**config.mk**
```make
export PLATFORM = sky130hd
export DESIGN_NAME = dna_window_minimizer
export DESIGN_NICKNAME = d
export VERILOG_FILES = /design/src/rtl/core/dwm_pkg.sv /design/src/rtl/core/dwm_datapath.sv /design/src/rtl/core/dwm_ctrl.sv /design/src/rtl/core/dna_window_minimizer.sv
export SDC_FILE = /design/constraint.sdc
export NUM_CORES = 2
export LEC_CHECK = 0
export BUFFER_PORTS_ARGS = -buffer_cell sky130_fd_sc_hd__buf_2
export CORE_ASPECT_RATIO = 0.8
export CORE_MARGIN = 5
export CORE_UTILIZATION = 66
export CTS_CLUSTER_DIAMETER = 50
export DETAILED_ROUTE_END_ITERATION = 10
export GPL_TIMING_DRIVEN = 0
export PLACE_DENSITY = 0.8
export SLEW_MARGIN = 20
export SYNTH_ARGS = -nofsm -noshare
export SYNTH_HDL_FRONTEND = slang
export SYNTH_SLANG_ARGS = --single-unit
export TNS_END_PERCENT = 50
```
**constraint.sdc**
```tcl
create_clock -name aclk -period 16.5 [get_ports aclk]
set_input_delay 2.475 -clock aclk [delete_from_list [all_inputs] [get_ports aclk]]
set_output_delay 2.475 -clock aclk [all_outputs]
set_load 0.02 [all_outputs]
```
**src/rtl/core/dwm_pkg.sv**
```systemverilog
`timescale 1ns / 1ps
// ----------------------------------------------------------------------------
// dwm_pkg
// Shared types, field widths and codes of the DNA window minimizer.
// ----------------------------------------------------------------------------
package dwm_pkg;

    // Default sizes of the block
    localparam int KMER_LEN_DEF    = 15;
    localparam int WINDOW_LEN_DEF  = 10;
    localparam int MAX_RECORDS_DEF = 2046;

    // Field widths
    localparam int KIND_W         = 2;
    localparam int BYTE_W         = 8;
    localparam int POS_W          = 24;
    localparam int PAYLOAD_W      = 23;
    localparam int KMER_OUT_W     = 30;
    localparam int COUNT_W        = 11;
    localparam int BASE_IDX_W     = 25;
    localparam int SELECT_W       = 16;
    localparam int PASS_BITS_W    = 5;
    localparam int HASH_W         = 32;
    localparam int SHIFT_W        = 6;
    localparam int BASE_W         = 2;
    localparam int BASES_PER_BYTE = 4;
    localparam int BASE_CNT_W     = 3;
    localparam int BUF_IDX_W      = 2;
    localparam int CFG_INDEX_W    = 2;
    localparam int CFG_DATA_W     = 23;

    // Constants
    localparam logic [HASH_W-1:0]    GOLDEN_MUL     = 32'h9E37_79B9;
    localparam logic [BASE_W-1:0]    BASE_MASK      = 2'b11;
    localparam logic [PAYLOAD_W-1:0] CAPACITY_RESET = 23'd4194304;

    // Input item kinds
    localparam logic [KIND_W-1:0] KIND_START = 2'd0;
    localparam logic [KIND_W-1:0] KIND_DATA  = 2'd1;
    localparam logic [KIND_W-1:0] KIND_END   = 2'd2;

    // Result kinds
    localparam logic RK_RECORD = 1'b0;
    localparam logic RK_COUNT  = 1'b1;

    // Configuration register indexes
    localparam logic [CFG_INDEX_W-1:0] CFG_PASS_SELECT = 2'd0;
    localparam logic [CFG_INDEX_W-1:0] CFG_PASS_BITS   = 2'd1;
    localparam logic [CFG_INDEX_W-1:0] CFG_CAPACITY    = 2'd2;

    typedef struct packed {
        logic [KIND_W-1:0]    kind;
        logic [BYTE_W-1:0]    data_byte;
        logic [POS_W-1:0]     owned_offset;
        logic [PAYLOAD_W-1:0] payload_bytes;
    } dwm_in_t;

    typedef struct packed {
        logic                  result_kind;
        logic [KMER_OUT_W-1:0] canonical_kmer;
        logic [POS_W-1:0]      kmer_position;
        logic [COUNT_W-1:0]    record_count;
        logic                  last;
    } dwm_out_t;

    // Controller to datapath
    typedef struct packed {
        logic accept;
        logic base_step;
        logic scan_step;
        logic hash;
        logic judge;
        logic pop;
        logic show_count;
    } dwm_cmd_t;

    // Datapath to controller
    typedef struct packed {
        logic [KIND_W-1:0] in_kind;
        logic              bytes_left_zero;
        logic              base_scan;
        logic              base_cand;
        logic              last_base;
        logic              bases_done;
        logic              scan_last;
        logic              buf_empty;
        logic              rd_last;
    } dwm_status_t;

endpackage

```
**src/rtl/core/dwm_datapath.sv**
```systemverilog
`timescale 1ns / 1ps
// ----------------------------------------------------------------------------
// dwm_datapath
// Rolling k-mers, window ring, minimum tracking, hash filter, record buffer
// and configuration registers of the DNA window minimizer.
// ----------------------------------------------------------------------------
module dwm_datapath
    import dwm_pkg::*;
#(
    parameter int KMER_LEN    = KMER_LEN_DEF,
    parameter int WINDOW_LEN  = WINDOW_LEN_DEF,
    parameter int MAX_RECORDS = MAX_RECORDS_DEF
) (
    input  logic                   aclk,
    input  logic                   aresetn,
    input  dwm_in_t                s_data,
    input  logic                   cfg_valid,
    input  logic [CFG_INDEX_W-1:0] cfg_index,
    input  logic [CFG_DATA_W-1:0]  cfg_data,
    input  dwm_cmd_t               cmd,
    output dwm_status_t            status,
    output dwm_out_t               m_data
);

    localparam int KW     = 2 * KMER_LEN;
    localparam int RUN_W  = $clog2(KMER_LEN + 1);
    localparam int SLOT_W = (WINDOW_LEN > 1) ? $clog2(WINDOW_LEN) : 1;
    localparam int FILL_W = $clog2(WINDOW_LEN + 1);
    localparam int REC_W  = $clog2(MAX_RECORDS + 1);

    localparam logic [RUN_W-1:0]      RUN_FULL   = RUN_W'(KMER_LEN);
    localparam logic [RUN_W-1:0]      RUN_ALMOST = RUN_W'(KMER_LEN - 1);
    localparam logic [SLOT_W-1:0]     LAST_SLOT  = SLOT_W'(WINDOW_LEN - 1);
    localparam logic [FILL_W-1:0]     FILL_FULL  = FILL_W'(WINDOW_LEN);
    localparam logic [BASE_IDX_W-1:0] START_BACK = BASE_IDX_W'(KMER_LEN - 1);
    localparam logic [REC_W-1:0]      REC_MAX    = REC_W'(MAX_RECORDS);
    localparam logic [BASE_CNT_W-1:0] BASES_ALL  = BASE_CNT_W'(BASES_PER_BYTE);

    // Configuration
    logic [SELECT_W-1:0]    pass_select_reg, pass_select_next;
    logic [PASS_BITS_W-1:0] pass_bits_reg, pass_bits_next;
    logic [PAYLOAD_W-1:0]   capacity_reg, capacity_next;

    // Per-chunk state
    logic [KW-1:0]         fwd_reg, fwd_next;
    logic [KW-1:0]         rc_reg, rc_next;
    logic [RUN_W-1:0]      run_reg, run_next;
    logic [FILL_W-1:0]     fill_reg, fill_next;
    logic [SLOT_W-1:0]     next_slot_reg, next_slot_next;
    logic [KW-1:0]         min_val_reg, min_val_next;
    logic [POS_W-1:0]      min_start_reg, min_start_next;
    logic [SLOT_W-1:0]     min_slot_reg, min_slot_next;
    logic                  min_known_reg, min_known_next;
    logic [BASE_IDX_W-1:0] base_index_reg, base_index_next;
    logic [REC_W-1:0]      emitted_reg, emitted_next;
    logic [POS_W-1:0]      owned_reg, owned_next;
    logic [PAYLOAD_W-1:0]  bytes_left_reg, bytes_left_next;

    // Per-item sequencing
    logic [BYTE_W-1:0]     byte_reg, byte_next;
    logic [BASE_CNT_W-1:0] base_cnt_reg, base_cnt_next;
    logic [SLOT_W-1:0]     scan_slot_reg, scan_slot_next;
    logic [SLOT_W-1:0]     scan_off_reg, scan_off_next;
    logic [HASH_W-1:0]     hash_reg, hash_next;
    logic [BASE_CNT_W-1:0] buf_n_reg, buf_n_next;
    logic [BUF_IDX_W-1:0]  rd_reg, rd_next;

    // Window ring and record buffer
    logic [KW-1:0]    ring_val_reg   [WINDOW_LEN];
    logic [POS_W-1:0] ring_start_reg [WINDOW_LEN];
    logic [KW-1:0]    buf_val_reg    [BASES_PER_BYTE];
    logic [POS_W-1:0] buf_pos_reg    [BASES_PER_BYTE];
    logic             ring_we;
    logic             buf_we;

    // Base step terms
    logic [BASE_W-1:0]    base;
    logic [KW-1:0]        fwd_step;
    logic [KW-1:0]        rc_step;
    logic [KW-1:0]        canon;
    logic [POS_W-1:0]     start_pos;
    logic [SLOT_W-1:0]    slot_after;
    logic                 kmer_full;
    logic                 filling;
    logic                 scan_now;
    logic                 improve;
    logic [PAYLOAD_W-1:0] announced;

    // Scan and filter terms
    logic [KW-1:0]      scan_val;
    logic [SHIFT_W-1:0] shamt;
    logic [HASH_W-1:0]  slice;
    logic               slice_ok;
    logic               keep;

    // Roll one base into both k-mers
    assign base      = BASE_W'(byte_reg >> {~base_cnt_reg[1:0], 1'b0}) & BASE_MASK;
    assign fwd_step  = (fwd_reg << 2) | KW'(base);
    assign rc_step   = (rc_reg >> 2) | (KW'(base ^ BASE_MASK) << (KW - 2));
    assign canon     = (fwd_step < rc_step) ? fwd_step : rc_step;
    assign start_pos = POS_W'(base_index_reg - START_BACK);
    assign slot_after = (next_slot_reg == LAST_SLOT) ? '0 : next_slot_reg + SLOT_W'(1);
    assign kmer_full = (run_reg >= RUN_ALMOST);

    // Decide between first fill, rescan and strict improvement
    assign filling  = (fill_reg < FILL_FULL);
    assign scan_now = filling ? (fill_reg + FILL_W'(1) == FILL_FULL)
                              : (min_known_reg && (next_slot_reg == min_slot_reg));
    assign improve  = !filling && !scan_now && min_known_reg && (canon < min_val_reg);

    // Slice filter on the hashed position
    assign scan_val = ring_val_reg[scan_slot_reg];
    assign shamt    = SHIFT_W'(HASH_W) - SHIFT_W'(pass_bits_reg);
    assign slice    = hash_reg >> shamt;
    assign slice_ok = (pass_bits_reg == '0) || (slice == HASH_W'(pass_select_reg));
    assign keep     = (min_start_reg >= owned_reg) && slice_ok && (emitted_reg < REC_MAX);

    assign announced = (s_data.payload_bytes < capacity_reg) ? s_data.payload_bytes
                                                             : capacity_reg;

    // Status toward the controller
    always_comb begin
        status.in_kind         = s_data.kind;
        status.bytes_left_zero = (bytes_left_reg == '0);
        status.base_scan       = kmer_full && scan_now;
        status.base_cand       = kmer_full && improve;
        status.last_base       = (base_cnt_reg == BASES_ALL - BASE_CNT_W'(1));
        status.bases_done      = (base_cnt_reg == BASES_ALL);
        status.scan_last       = (scan_off_reg == LAST_SLOT);
        status.buf_empty       = (buf_n_reg == '0);
        status.rd_last         = ({1'b0, rd_reg} == buf_n_reg - BASE_CNT_W'(1));
    end

    // Next-state logic
    always_comb begin
        pass_select_next = pass_select_reg;
        pass_bits_next   = pass_bits_reg;
        capacity_next    = capacity_reg;
        fwd_next         = fwd_reg;
        rc_next          = rc_reg;
        run_next         = run_reg;
        fill_next        = fill_reg;
        next_slot_next   = next_slot_reg;
        min_val_next     = min_val_reg;
        min_start_next   = min_start_reg;
        min_slot_next    = min_slot_reg;
        min_known_next   = min_known_reg;
        base_index_next  = base_index_reg;
        emitted_next     = emitted_reg;
        owned_next       = owned_reg;
        bytes_left_next  = bytes_left_reg;
        byte_next        = byte_reg;
        base_cnt_next    = base_cnt_reg;
        scan_slot_next   = scan_slot_reg;
        scan_off_next    = scan_off_reg;
        hash_next        = hash_reg;
        buf_n_next       = buf_n_reg;
        rd_next          = rd_reg;
        ring_we          = 1'b0;
        buf_we           = 1'b0;

        // Register writes
        if (cfg_valid) begin
            unique case (cfg_index)
                CFG_PASS_SELECT: pass_select_next = cfg_data[SELECT_W-1:0];
                CFG_PASS_BITS:   pass_bits_next   = cfg_data[PASS_BITS_W-1:0];
                CFG_CAPACITY:    capacity_next    = cfg_data[PAYLOAD_W-1:0];
                default: ;
            endcase
        end

        // Take an input transfer
        if (cmd.accept) begin
            case (s_data.kind)
                KIND_START: begin
                    fwd_next        = '0;
                    rc_next         = '0;
                    run_next        = '0;
                    fill_next       = '0;
                    next_slot_next  = '0;
                    min_val_next    = '0;
                    min_start_next  = '0;
                    min_slot_next   = '0;
                    min_known_next  = 1'b0;
                    base_index_next = '0;
                    emitted_next    = '0;
                    owned_next      = s_data.owned_offset;
                    bytes_left_next = announced;
                end
                KIND_DATA: begin
                    if (bytes_left_reg != '0) begin
                        bytes_left_next = bytes_left_reg - PAYLOAD_W'(1);
                        byte_next       = s_data.data_byte;
                        base_cnt_next   = '0;
                        buf_n_next      = '0;
                        rd_next         = '0;
                    end
                end
                default: ;
            endcase
        end

        // Advance one base
        if (cmd.base_step) begin
            base_index_next = base_index_reg + BASE_IDX_W'(1);
            fwd_next        = fwd_step;
            rc_next         = rc_step;
            base_cnt_next   = base_cnt_reg + BASE_CNT_W'(1);
            if (run_reg < RUN_FULL) begin
                run_next = run_reg + RUN_W'(1);
            end
            if (kmer_full) begin
                ring_we        = 1'b1;
                next_slot_next = slot_after;
                if (filling) begin
                    fill_next = fill_reg + FILL_W'(1);
                end
                if (scan_now) begin
                    scan_slot_next = slot_after;
                    scan_off_next  = '0;
                end else if (improve) begin
                    min_val_next   = canon;
                    min_start_next = start_pos;
                    min_slot_next  = next_slot_reg;
                end
            end
        end

        // Walk the ring from the oldest slot; oldest wins on ties
        if (cmd.scan_step) begin
            if ((scan_off_reg == '0) || (scan_val < min_val_reg)) begin
                min_val_next   = scan_val;
                min_start_next = ring_start_reg[scan_slot_reg];
                min_slot_next  = scan_slot_reg;
            end
            scan_slot_next = (scan_slot_reg == LAST_SLOT) ? '0
                                                          : scan_slot_reg + SLOT_W'(1);
            scan_off_next  = scan_off_reg + SLOT_W'(1);
            min_known_next = 1'b1;
        end

        // Hash the candidate position
        if (cmd.hash) begin
            hash_next = HASH_W'(HASH_W'(min_start_reg) * GOLDEN_MUL);
        end

        // Keep or drop the candidate
        if (cmd.judge && keep) begin
            buf_we       = 1'b1;
            emitted_next = emitted_reg + REC_W'(1);
            buf_n_next   = buf_n_reg + BASE_CNT_W'(1);
        end

        if (cmd.pop) begin
            rd_next = rd_reg + BUF_IDX_W'(1);
        end
    end

    // State registers
    always_ff @(posedge aclk) begin
        if (!aresetn) begin
            pass_select_reg <= '0;
            pass_bits_reg   <= '0;
            capacity_reg    <= CAPACITY_RESET;
            fwd_reg         <= '0;
            rc_reg          <= '0;
            run_reg         <= '0;
            fill_reg        <= '0;
            next_slot_reg   <= '0;
            min_val_reg     <= '0;
            min_start_reg   <= '0;
            min_slot_reg    <= '0;
            min_known_reg   <= 1'b0;
            base_index_reg  <= '0;
            emitted_reg     <= '0;
            owned_reg       <= '0;
            bytes_left_reg  <= '0;
            base_cnt_reg    <= '0;
            scan_slot_reg   <= '0;
            scan_off_reg    <= '0;
            buf_n_reg       <= '0;
            rd_reg          <= '0;
        end else begin
            pass_select_reg <= pass_select_next;
            pass_bits_reg   <= pass_bits_next;
            capacity_reg    <= capacity_next;
            fwd_reg         <= fwd_next;
            rc_reg          <= rc_next;
            run_reg         <= run_next;
            fill_reg        <= fill_next;
            next_slot_reg   <= next_slot_next;
            min_val_reg     <= min_val_next;
            min_start_reg   <= min_start_next;
            min_slot_reg    <= min_slot_next;
            min_known_reg   <= min_known_next;
            base_index_reg  <= base_index_next;
            emitted_reg     <= emitted_next;
            owned_reg       <= owned_next;
            bytes_left_reg  <= bytes_left_next;
            base_cnt_reg    <= base_cnt_next;
            scan_slot_reg   <= scan_slot_next;
            scan_off_reg    <= scan_off_next;
            buf_n_reg       <= buf_n_next;
            rd_reg          <= rd_next;
        end
    end

    // Payload storage, no reset
    always_ff @(posedge aclk) begin
        byte_reg <= byte_next;
        hash_reg <= hash_next;
        if (ring_we) begin
            ring_val_reg[next_slot_reg]   <= canon;
            ring_start_reg[next_slot_reg] <= start_pos;
        end
        if (buf_we) begin
            buf_val_reg[buf_n_reg[BUF_IDX_W-1:0]] <= min_val_reg;
            buf_pos_reg[buf_n_reg[BUF_IDX_W-1:0]] <= min_start_reg;
        end
    end

    // Result payload
    always_comb begin
        m_data = '0;
        if (cmd.show_count) begin
            m_data.result_kind  = RK_COUNT;
            m_data.record_count = COUNT_W'(emitted_reg);
            m_data.last         = 1'b1;
        end else begin
            m_data.result_kind    = RK_RECORD;
            m_data.canonical_kmer = KMER_OUT_W'(buf_val_reg[rd_reg]);
            m_data.kmer_position  = buf_pos_reg[rd_reg];
            m_data.last           = status.rd_last;
        end
    end

endmodule

```
**src/rtl/core/dwm_ctrl.sv**
```systemverilog
`timescale 1ns / 1ps
// ----------------------------------------------------------------------------
// dwm_ctrl
// Sequencer of the DNA window minimizer: accept, per-base steps, ring scan,
// filter and drain of the records of one item, and the count at chunk end.
// ----------------------------------------------------------------------------
module dwm_ctrl
    import dwm_pkg::*;
(
    input  logic        aclk,
    input  logic        aresetn,
    input  logic        s_valid,
    output logic        s_ready,
    output logic        m_valid,
    input  logic        m_ready,
    input  dwm_status_t status,
    output dwm_cmd_t    cmd
);

    typedef enum logic [6:0] {
        S_IDLE  = 7'b0000001,
        S_BASE  = 7'b0000010,
        S_SCAN  = 7'b0000100,
        S_HASH  = 7'b0001000,
        S_JUDGE = 7'b0010000,
        S_DRAIN = 7'b0100000,
        S_COUNT = 7'b1000000
    } state_t;

    state_t state_reg, state_next;

    // Next state and commands
    always_comb begin
        state_next = state_reg;
        cmd        = '0;
        s_ready    = 1'b0;
        m_valid    = 1'b0;
        unique case (state_reg)
            S_IDLE: begin
                s_ready = 1'b1;
                if (s_valid) begin
                    cmd.accept = 1'b1;
                    if (status.in_kind == KIND_END) begin
                        state_next = S_COUNT;
                    end else if (status.in_kind == KIND_DATA && !status.bytes_left_zero) begin
                        state_next = S_BASE;
                    end
                end
            end
            S_BASE: begin
                cmd.base_step = 1'b1;
                if (status.base_scan) begin
                    state_next = S_SCAN;
                end else if (status.base_cand) begin
                    state_next = S_HASH;
                end else if (status.last_base) begin
                    state_next = S_DRAIN;
                end
            end
            S_SCAN: begin
                cmd.scan_step = 1'b1;
                if (status.scan_last) begin
                    state_next = S_HASH;
                end
            end
            S_HASH: begin
                cmd.hash   = 1'b1;
                state_next = S_JUDGE;
            end
            S_JUDGE: begin
                cmd.judge  = 1'b1;
                state_next = status.bases_done ? S_DRAIN : S_BASE;
            end
            S_DRAIN: begin
                if (status.buf_empty) begin
                    state_next = S_IDLE;
                end else begin
                    m_valid = 1'b1;
                    if (m_ready) begin
                        cmd.pop = 1'b1;
                        if (status.rd_last) begin
                            state_next = S_IDLE;
                        end
                    end
                end
            end
            S_COUNT: begin
                m_valid        = 1'b1;
                cmd.show_count = 1'b1;
                if (m_ready) begin
                    state_next = S_IDLE;
                end
            end
            default: begin
                state_next = S_IDLE;
            end
        endcase
    end

    always_ff @(posedge aclk) begin
        if (!aresetn) begin
            state_reg <= S_IDLE;
        end else begin
            state_reg <= state_next;
        end
    end

endmodule

```
**src/rtl/core/dna_window_minimizer.sv**
```systemverilog
`timescale 1ns / 1ps
// ----------------------------------------------------------------------------
// dna_window_minimizer
// Canonical k-mer window minimizer over 2-bit packed DNA, four bases a byte.
// ----------------------------------------------------------------------------
// One item at a time. A chunk-start item is only accepted; a chunk-end item
// is accepted and then answered by the count transfer. A data byte is accepted,
// then its four bases are stepped in turn, each candidate minimum adds a hash
// multiply and then the filter, and each ring rescan walks the ring one slot a
// cycle from the oldest entry. Its records are then sent one per transfer, or the
// drain state passes idle when the byte gave no record. Records of one byte
// collect in a four-entry buffer so the final one carries last. The
// configuration port always takes writes; write it only while idle.
// ----------------------------------------------------------------------------
module dna_window_minimizer
    import dwm_pkg::*;
#(
    parameter int KMER_LEN    = KMER_LEN_DEF,
    parameter int WINDOW_LEN  = WINDOW_LEN_DEF,
    parameter int MAX_RECORDS = MAX_RECORDS_DEF
) (
    input  logic                   aclk,
    input  logic                   aresetn,
    input  logic                   s_valid,
    output logic                   s_ready,
    input  dwm_in_t                s_data,
    output logic                   m_valid,
    input  logic                   m_ready,
    output dwm_out_t               m_data,
    input  logic                   cfg_valid,
    output logic                   cfg_ready,
    input  logic [CFG_INDEX_W-1:0] cfg_index,
    input  logic [CFG_DATA_W-1:0]  cfg_data
);

    dwm_cmd_t    cmd;
    dwm_status_t status;

    assign cfg_ready = 1'b1;

    dwm_ctrl u_ctrl (
        .aclk    (aclk),
        .aresetn (aresetn),
        .s_valid (s_valid),
        .s_ready (s_ready),
        .m_valid (m_valid),
        .m_ready (m_ready),
        .status  (status),
        .cmd     (cmd)
    );

    dwm_datapath #(
        .KMER_LEN    (KMER_LEN),
        .WINDOW_LEN  (WINDOW_LEN),
        .MAX_RECORDS (MAX_RECORDS)
    ) u_datapath (
        .aclk      (aclk),
        .aresetn   (aresetn),
        .s_data    (s_data),
        .cfg_valid (cfg_valid),
        .cfg_index (cfg_index),
        .cfg_data  (cfg_data),
        .cmd       (cmd),
        .status    (status),
        .m_data    (m_data)
    );

endmodule

```
**Word-level counts from Yosys, hierarchy flattened**

Memory sizes are Yosys's and may differ from the RTL's. A register that Yosys moved wholly into a read port is not among the register bits.
Index checks and enable logic that the tools add are counted.

- $add $sub $neg: 14
- $mul: 1
- Order comparisons: 9
- Equal/unequal tests: 28
- Shift operators: 2
- Mux-type cells: 119
- Bitwise logic cells: 4
- Reduce and logical (&&, ||, !) cells: 53

Operators by type and width:

| kind | count |
|---|---|
| 30-bit 2-to-1 mux | 12 |
| 24-bit 2-to-1 mux | 8 |
| 4-bit 2-to-1 mux | 35 |
| 30-bit less-than comparator | 3 |
| 7-bit 2-to-1 mux | 11 |
| 25-bit 2-to-1 mux | 3 |
| 54-bit 2-to-1 mux | 1 |
| 7-bit case mux with 7 select lines | 1 |
| 23-bit 2-to-1 mux | 2 |
| 23-bit case mux with 2 select lines | 1 |
| 11-bit 2-to-1 mux | 4 |
| 2-bit nonzero test | 17 |
| 32-bit by 16-bit == test with 1-bit output | 1 |
| 24-bit by 32-bit multiplier with 32-bit output (second input constant) | 1 |
| 32-bit by 6-bit >> shifter with 32-bit output | 1 |
| 28-bit by 30-bit OR with 30-bit output | 1 |
| 30-bit by 2-bit OR with 30-bit output | 1 |
| 28-bit 2-to-1 mux | 1 |
| 25-bit by 1-bit adder with 25-bit output (second input constant) | 1 |
| 1-bit 2-to-1 mux | 25 |
| 24-bit greater-or-equal comparator | 1 |
| 24-bit by 4-bit subtractor with 24-bit output (second input constant) | 1 |
| 23-bit zero test | 1 |
| 23-bit less-than comparator | 1 |
| other kinds (46) | 96 |

- Bits in registers: 319
- Bits in writable memories: 756
- Input bits: 87
- Output and inout bits: 70
- Memories kept: 4

Memories:

| name | depth | width | rd ports | clocked after memory_dff | write ports | line | source |
|---|---|---|---|---|---|---|---|
| u_datapath.ring_val_reg | 10 | 30 | 1 | 1 | 1 | dwm_datapath.sv:69 | `logic [KW-1:0] ring_val_reg [WINDOW_LEN];` |
| u_datapath.ring_start_reg | 10 | 24 | 1 | 1 | 1 | dwm_datapath.sv:70 | `logic [POS_W-1:0] ring_start_reg [WINDOW_LEN];` |
| u_datapath.buf_val_reg | 4 | 30 | 1 | 1 | 1 | dwm_datapath.sv:71 | `logic [KW-1:0] buf_val_reg [BASES_PER_BYTE];` |
| u_datapath.buf_pos_reg | 4 | 24 | 1 | 1 | 1 | dwm_datapath.sv:72 | `logic [POS_W-1:0] buf_pos_reg [BASES_PER_BYTE];` |

**Logic depth before layout (Yosys ltp)**

- Depth after elaboration: 14
- Gate-level depth with buffers: 24
- Gate-level depth less buffers: 24

**Hierarchy**

From an unflattened synthesis, not the netlist that was laid out.

- Cell total of the unflattened synthesis: 4381
- Area total of the unflattened synthesis: 56206.4 µm²

By module, submodules not included:

| module | times used | cells each | area each (µm²) |
|---|---|---|---|
| dwm_datapath | 1 | 4310 | 55607.1 |
| dwm_ctrl | 1 | 69 | 588.1 |
| dna_window_minimizer | 1 | 2 | 11.3 |

**Worst setup path before layout**

OpenSTA, ideal clock, no wires.

- Path type: flip-flop to flip-flop
- Start: register u_datapath.min_start_reg[4]
- End: register u_datapath.hash_reg[31] (data pin)
- Library setup time: 0.265 ns
- Arrival time: 6.552 ns
- Slack: 9.682 ns
- Stages on the path, launching flop included: 24
- Buffers on the path: 0
- Path through: dfxtp_1 -> fa_1 -> inv_1 -> fa_1 -> fa_1 -> inv_1 -> fa_1 -> inv_1 -> fa_1 -> inv_1 -> fa_1 -> inv_1 -> fa_1 -> inv_1 -> ha_1 -> o21ai_0 -> nand2b_1 -> nand4_1 -> or4b_2 -> a21boi_0 -> o31ai_1 -> a311oi_1 -> or4_1 -> nand4_1

- Cells in the longest elaborated chain, start to end: 1

RTL lines:

| what | line | source |
|---|---|---|
| from (decl) | dwm_datapath.sv:51 | `logic [POS_W-1:0] min_start_reg, min_start_next;` |
| from (signal assigned) | dwm_datapath.sv:293 | `min_start_reg <= min_start_next;` |
| 24-bit by 32-bit multiplier with 32-bit output | dwm_datapath.sv:244 | `hash_next = HASH_W'(HASH_W'(min_start_reg) * GOLDEN_MUL);` |
| to (signal assigned) | dwm_datapath.sv:311 | `hash_reg <= hash_next;` |
| to (decl) | dwm_datapath.sv:64 | `logic [HASH_W-1:0] hash_reg, hash_next;` |

No other way between the ends.
A chain may end at the register's enable or synchronous reset.

**Worst setup path after layout**

Ends and elaborated chain as after synthesis.

==> impl_metrics.tcl <==
set metrics [dict create \
    setup_tns_ps 0 \
    pin_count 157 \
    timing.fmax_mhz 121 \
    gp_congestion 0.974 \
    drive_gt1_share_pct 13.6 \
    cp_max_fo 13 \
    post_dp_cell_area_sq_mm 0.0598 \
    cts_resized 0 \
    crit_path_end_kind "flop" \
    grt_max_degree 33 \
    cp_slowest_cell "dfxtp_1" \
    tightest_slew_ps 1210 \
    htree_levels 3 \
    finalNetCount 5458 \
    p_total_mw 5.76 \
    chipWidth_um 338 \
    finalCriticalPeriod_ps 8260 \
    p_seq_share_pct 50.8 \
    routed_wl_um 166000 \
    ys.flop_type "edfxtp_1" \
    drc 0 \
    clock-sinks 1078 \
    leakagePower_nw 22.3 \
    final-hold-violation-count 0 \
    routedWlPerCell_um 27.2 \
    yosysMostFrequentCell "edfxtp_1" \
    rr_endpoint "u_datapath.hash_reg[31]" \
    synth_area_sq_mm 0.0568 \
    rows 96 \
    crit_top_cell "fa_1" \
    largest_reg_flops 300 \
    initial_core_util_pct 66.4 \
    viasPerCell 6.66 \
    crit_type "reg2reg" \
    crit_required_ps 16900 \
    area_growth_pct 11.1 \
    ant_nets 0 \
    postCtsSetupRepairBufs 0 \
    first_pass_iters 9 \
    cts_tree "built" \
    cts_buffers 102 \
    synthTopCellsByCount "edfxtp_1 (796), inv_1 (480), nand2_1 (352), ha_1 (296), a21oi_1 (293)" \
    grt_overflow 0 \
    grt_pass1_vias 39400 \
    dp_slack_ps 8450 \
    reg2reg_depth 23 \
    r2r_setup_slack_ps 8240 \
    antenna_found_initial 9 \
    worstReg2RegStart "u_datapath.min_start_reg[4]" \
    vdd_drop_max_uv 92.3 \
    synth_top_area_share_pct 42.1 \
    synth_seq_cells 1078 \
    hpwl_um 117000 \
    final_core_util_pct 73.7 \
    hold_path_class "reg2reg" \
    cap_violations 0 \
    clockPowerShare_pct 40.8 \
    avgSynthCellArea_sq_um 12.4 \
    clock-root-buffer "clkbuf_16" \
    filler_cell_count 5289 \
    grt_pass1_wl_um 245000 \
    drv_slew 0 \
    setup_violations 0 \
    status "finished clean" \
    whs_endpoint "u_datapath.owned_reg[20]" \
    fin_crit_sh_pct 50.1 \
    drt-initial-drc-count 6398 \
    cts_hold_buf 0 \
    cp_top_family "adder cells" \
    clock_latency_ps 710 \
    syn-num-nets 5156 \
    cts.clk_slew.worst_paths_ps 70 \
    p_int_mw 4.34 \
    start_kind "flop" \
    postLayoutCellArea_sq_mm 0.0632 \
    async_reset_ff_share_pct 0 \
    dieArea_sq_mm 0.0921 \
    skew_ps 48.9 \
    whs_path_depth 2 \
    slowest_delay_ps 1030 \
    synth_edf_count 796 \
    grt_util_all_layers_pct 35.8 \
    cp_num_buf_inv 6 \
    cp.arrival_ps 8660 \
    p_sw_share_pct 24.7 \
    relSlewSlack_pct 18.8 \
    yosysTopAreaCell "edfxtp_1" \
    setup_slack_ps 8240 \
    seq_area_frac_synth_pct 52.0 \
    power.density_mw_per_mm2 91.3 \
    core_region_area_sq_mm 0.0856 \
    port_buffers 154 \
    p_sw_mw 1.42 \
    synth.distinct_cells 88 \
    combPwrFrac_pct 8.4 \
    synthTopCellsByArea "edfxtp_1 (42%), dfxtp_1 (9.9%), mux4_2 (7.9%), fa_1 (6.9%), ha_1 (6.5%)" \
    vias 40600 \
    syn_inst 4576 \
    crit_chain "fa_1, inv_1, fa_1, fa_1, inv_1, fa_1, inv_1, fa_1, inv_1, fa_1, inv_1, fa_1, inv_1, ha_1, o21ai_0, nand2b_1, nand4_1, or4b_2, a21boi_0, o31ai_1, a311oi_1, or4_1, nand4_1" \
    die_h_um 272 \
    ys_warn_count 0 \
    hp-start "u_datapath.owned_reg[20]" \
    rsz0062_at_grt "no" \
    clockBufferDepth 3 \
]
[worst reg2reg max path: stages (launching register included)]
cell and delay [ps]:
dfxtp_1 1030, fa_1 650, inv_1 280, fa_1 480, fa_1 490, inv_1 50, fa_1 490, inv_1 50
fa_1 480, inv_1 60, fa_1 530, inv_1 50, fa_1 540, inv_1 50, ha_1 380, o21ai_0 110
nand2b_1 140, nand4_1 130, or4b_2 650, a21boi_0 350, o31ai_1 150, a311oi_1 440, or4_1 190, nand4_1 180
[cells in the final DEF (no fill, tap or decap), types with 47 or more instances in the layout]
cell type | netlist | final
clkbuf_16 | 0 | 103
nor3_1 | 56 | 53
dfxtp_1 | 282 | 281
buf_2 | 18 | 172
nand2_1 | 352 | 352
nand3_1 | 142 | 142
a31oi_1 | 59 | 59
a211oi_1 | 103 | 103
mux2i_1 | 97 | 97
nor2_1 | 140 | 133
nor2b_1 | 129 | 129
mux4_2 | 200 | 200
clkbuf_1 | 177 | 199
o21ai_0 | 169 | 169
a21o_1 | 47 | 47
ha_1 | 296 | 296
edfxtp_1 | 796 | 796
fa_1 | 197 | 197
xnor2_1 | 62 | 62
a21oi_1 | 293 | 291
inv_1 | 480 | 480
or3_1 | 50 | 50
[metal layers]
layer | share of wire [%] | up-vias | global-route usage (%)
li1 | - | 17200 | -
met1 | 39 | 19900 | 52.7
met2 | 43 | 3055 | 52.0
met3 | 15 | 408 | 11.0
met4 | 3.3 | 10 | 10.7
met5 | 0.036 | - | 0
[how the worst max path moves through the flow]
stage	startpoint	end	slack, ps	cells past startpoint
final	u_datapath.min_start_reg[4]	u_datapath.hash_reg[31]	8240	23
after global routing	u_datapath.min_start_reg[4]	u_datapath.hash_reg[31]	8040	23
after CTS	u_datapath.min_start_reg[4]	u_datapath.hash_reg[31]	8350	23
after detailed placement	u_datapath.min_start_reg[4]	u_datapath.hash_reg[31]	8450	23
after global placement	u_ctrl.state_reg[2]	u_datapath.ring_start_reg[0][13]	6720	6
after floorplan	u_datapath.min_start_reg[4]	u_datapath.hash_reg[31]	9680	23
[cells by family (layout without fill, tap and decap cells)]
kind of cell / count (synthesis) / in the layout / share of synthesized area [%]
other: 1 / 5 / 0.00660
muxes: 331 / 331 / 10.3
adders and majority gates: 493 / 493 / 13.5
xor gates and xnor gates: 87 / 87 / 1.34
DFF: 1078 / 1078 / 52.0
and+or+nand+nor: 1066 / 1066 / 9.32
AOI/OAI and AO/OA: 803 / 803 / 8.76
buffers and inverters: 717 / 1105 / 4.82
[area by class of cell]
type	count	area (sq um)	share of cell area (%)
clock inverters	59	588	0.931
multi-input cells	2781	24600	39.0
clock buffers	131	2740	4.34
repair buffers	198	1480	2.34
inverters	480	1800	2.85
diodes	4	10.0	0.0159
flip-flops and latches	1078	29500	46.8
well taps	1127	1410	2.23
plain buffers	237	941	1.49
[power groups by stage]
| stage | logic [mW] | clock network, mW | registers [mW] |
|---|---|---|---|
| after floorplan | 0.316 | 0 | 2.98 |
| after global placement | 0.455 | 0 | 2.99 |
| after detailed placement | 0.463 | 0 | 2.99 |
| after CTS | 0.467 | 2.34 | 2.93 |
| after global routing | 0.519 | 2.48 | 2.93 |
| final | 0.484 | 2.35 | 2.93 |
[through the flow]
| step | std cells | hold slack [ps] |
|---|---|---|
| 6_report | 6095 | 457 |
| 5_1_grt | 6091 | 475 |
| 4_1_cts | 6091 | 456 |
| 3_5_place_dp | 5901 | 448 |
| 3_3_place_gp | 5857 | 445 |
| 2_1_floorplan | 4576 | 436 |
(Power assumes the default switching activity.)
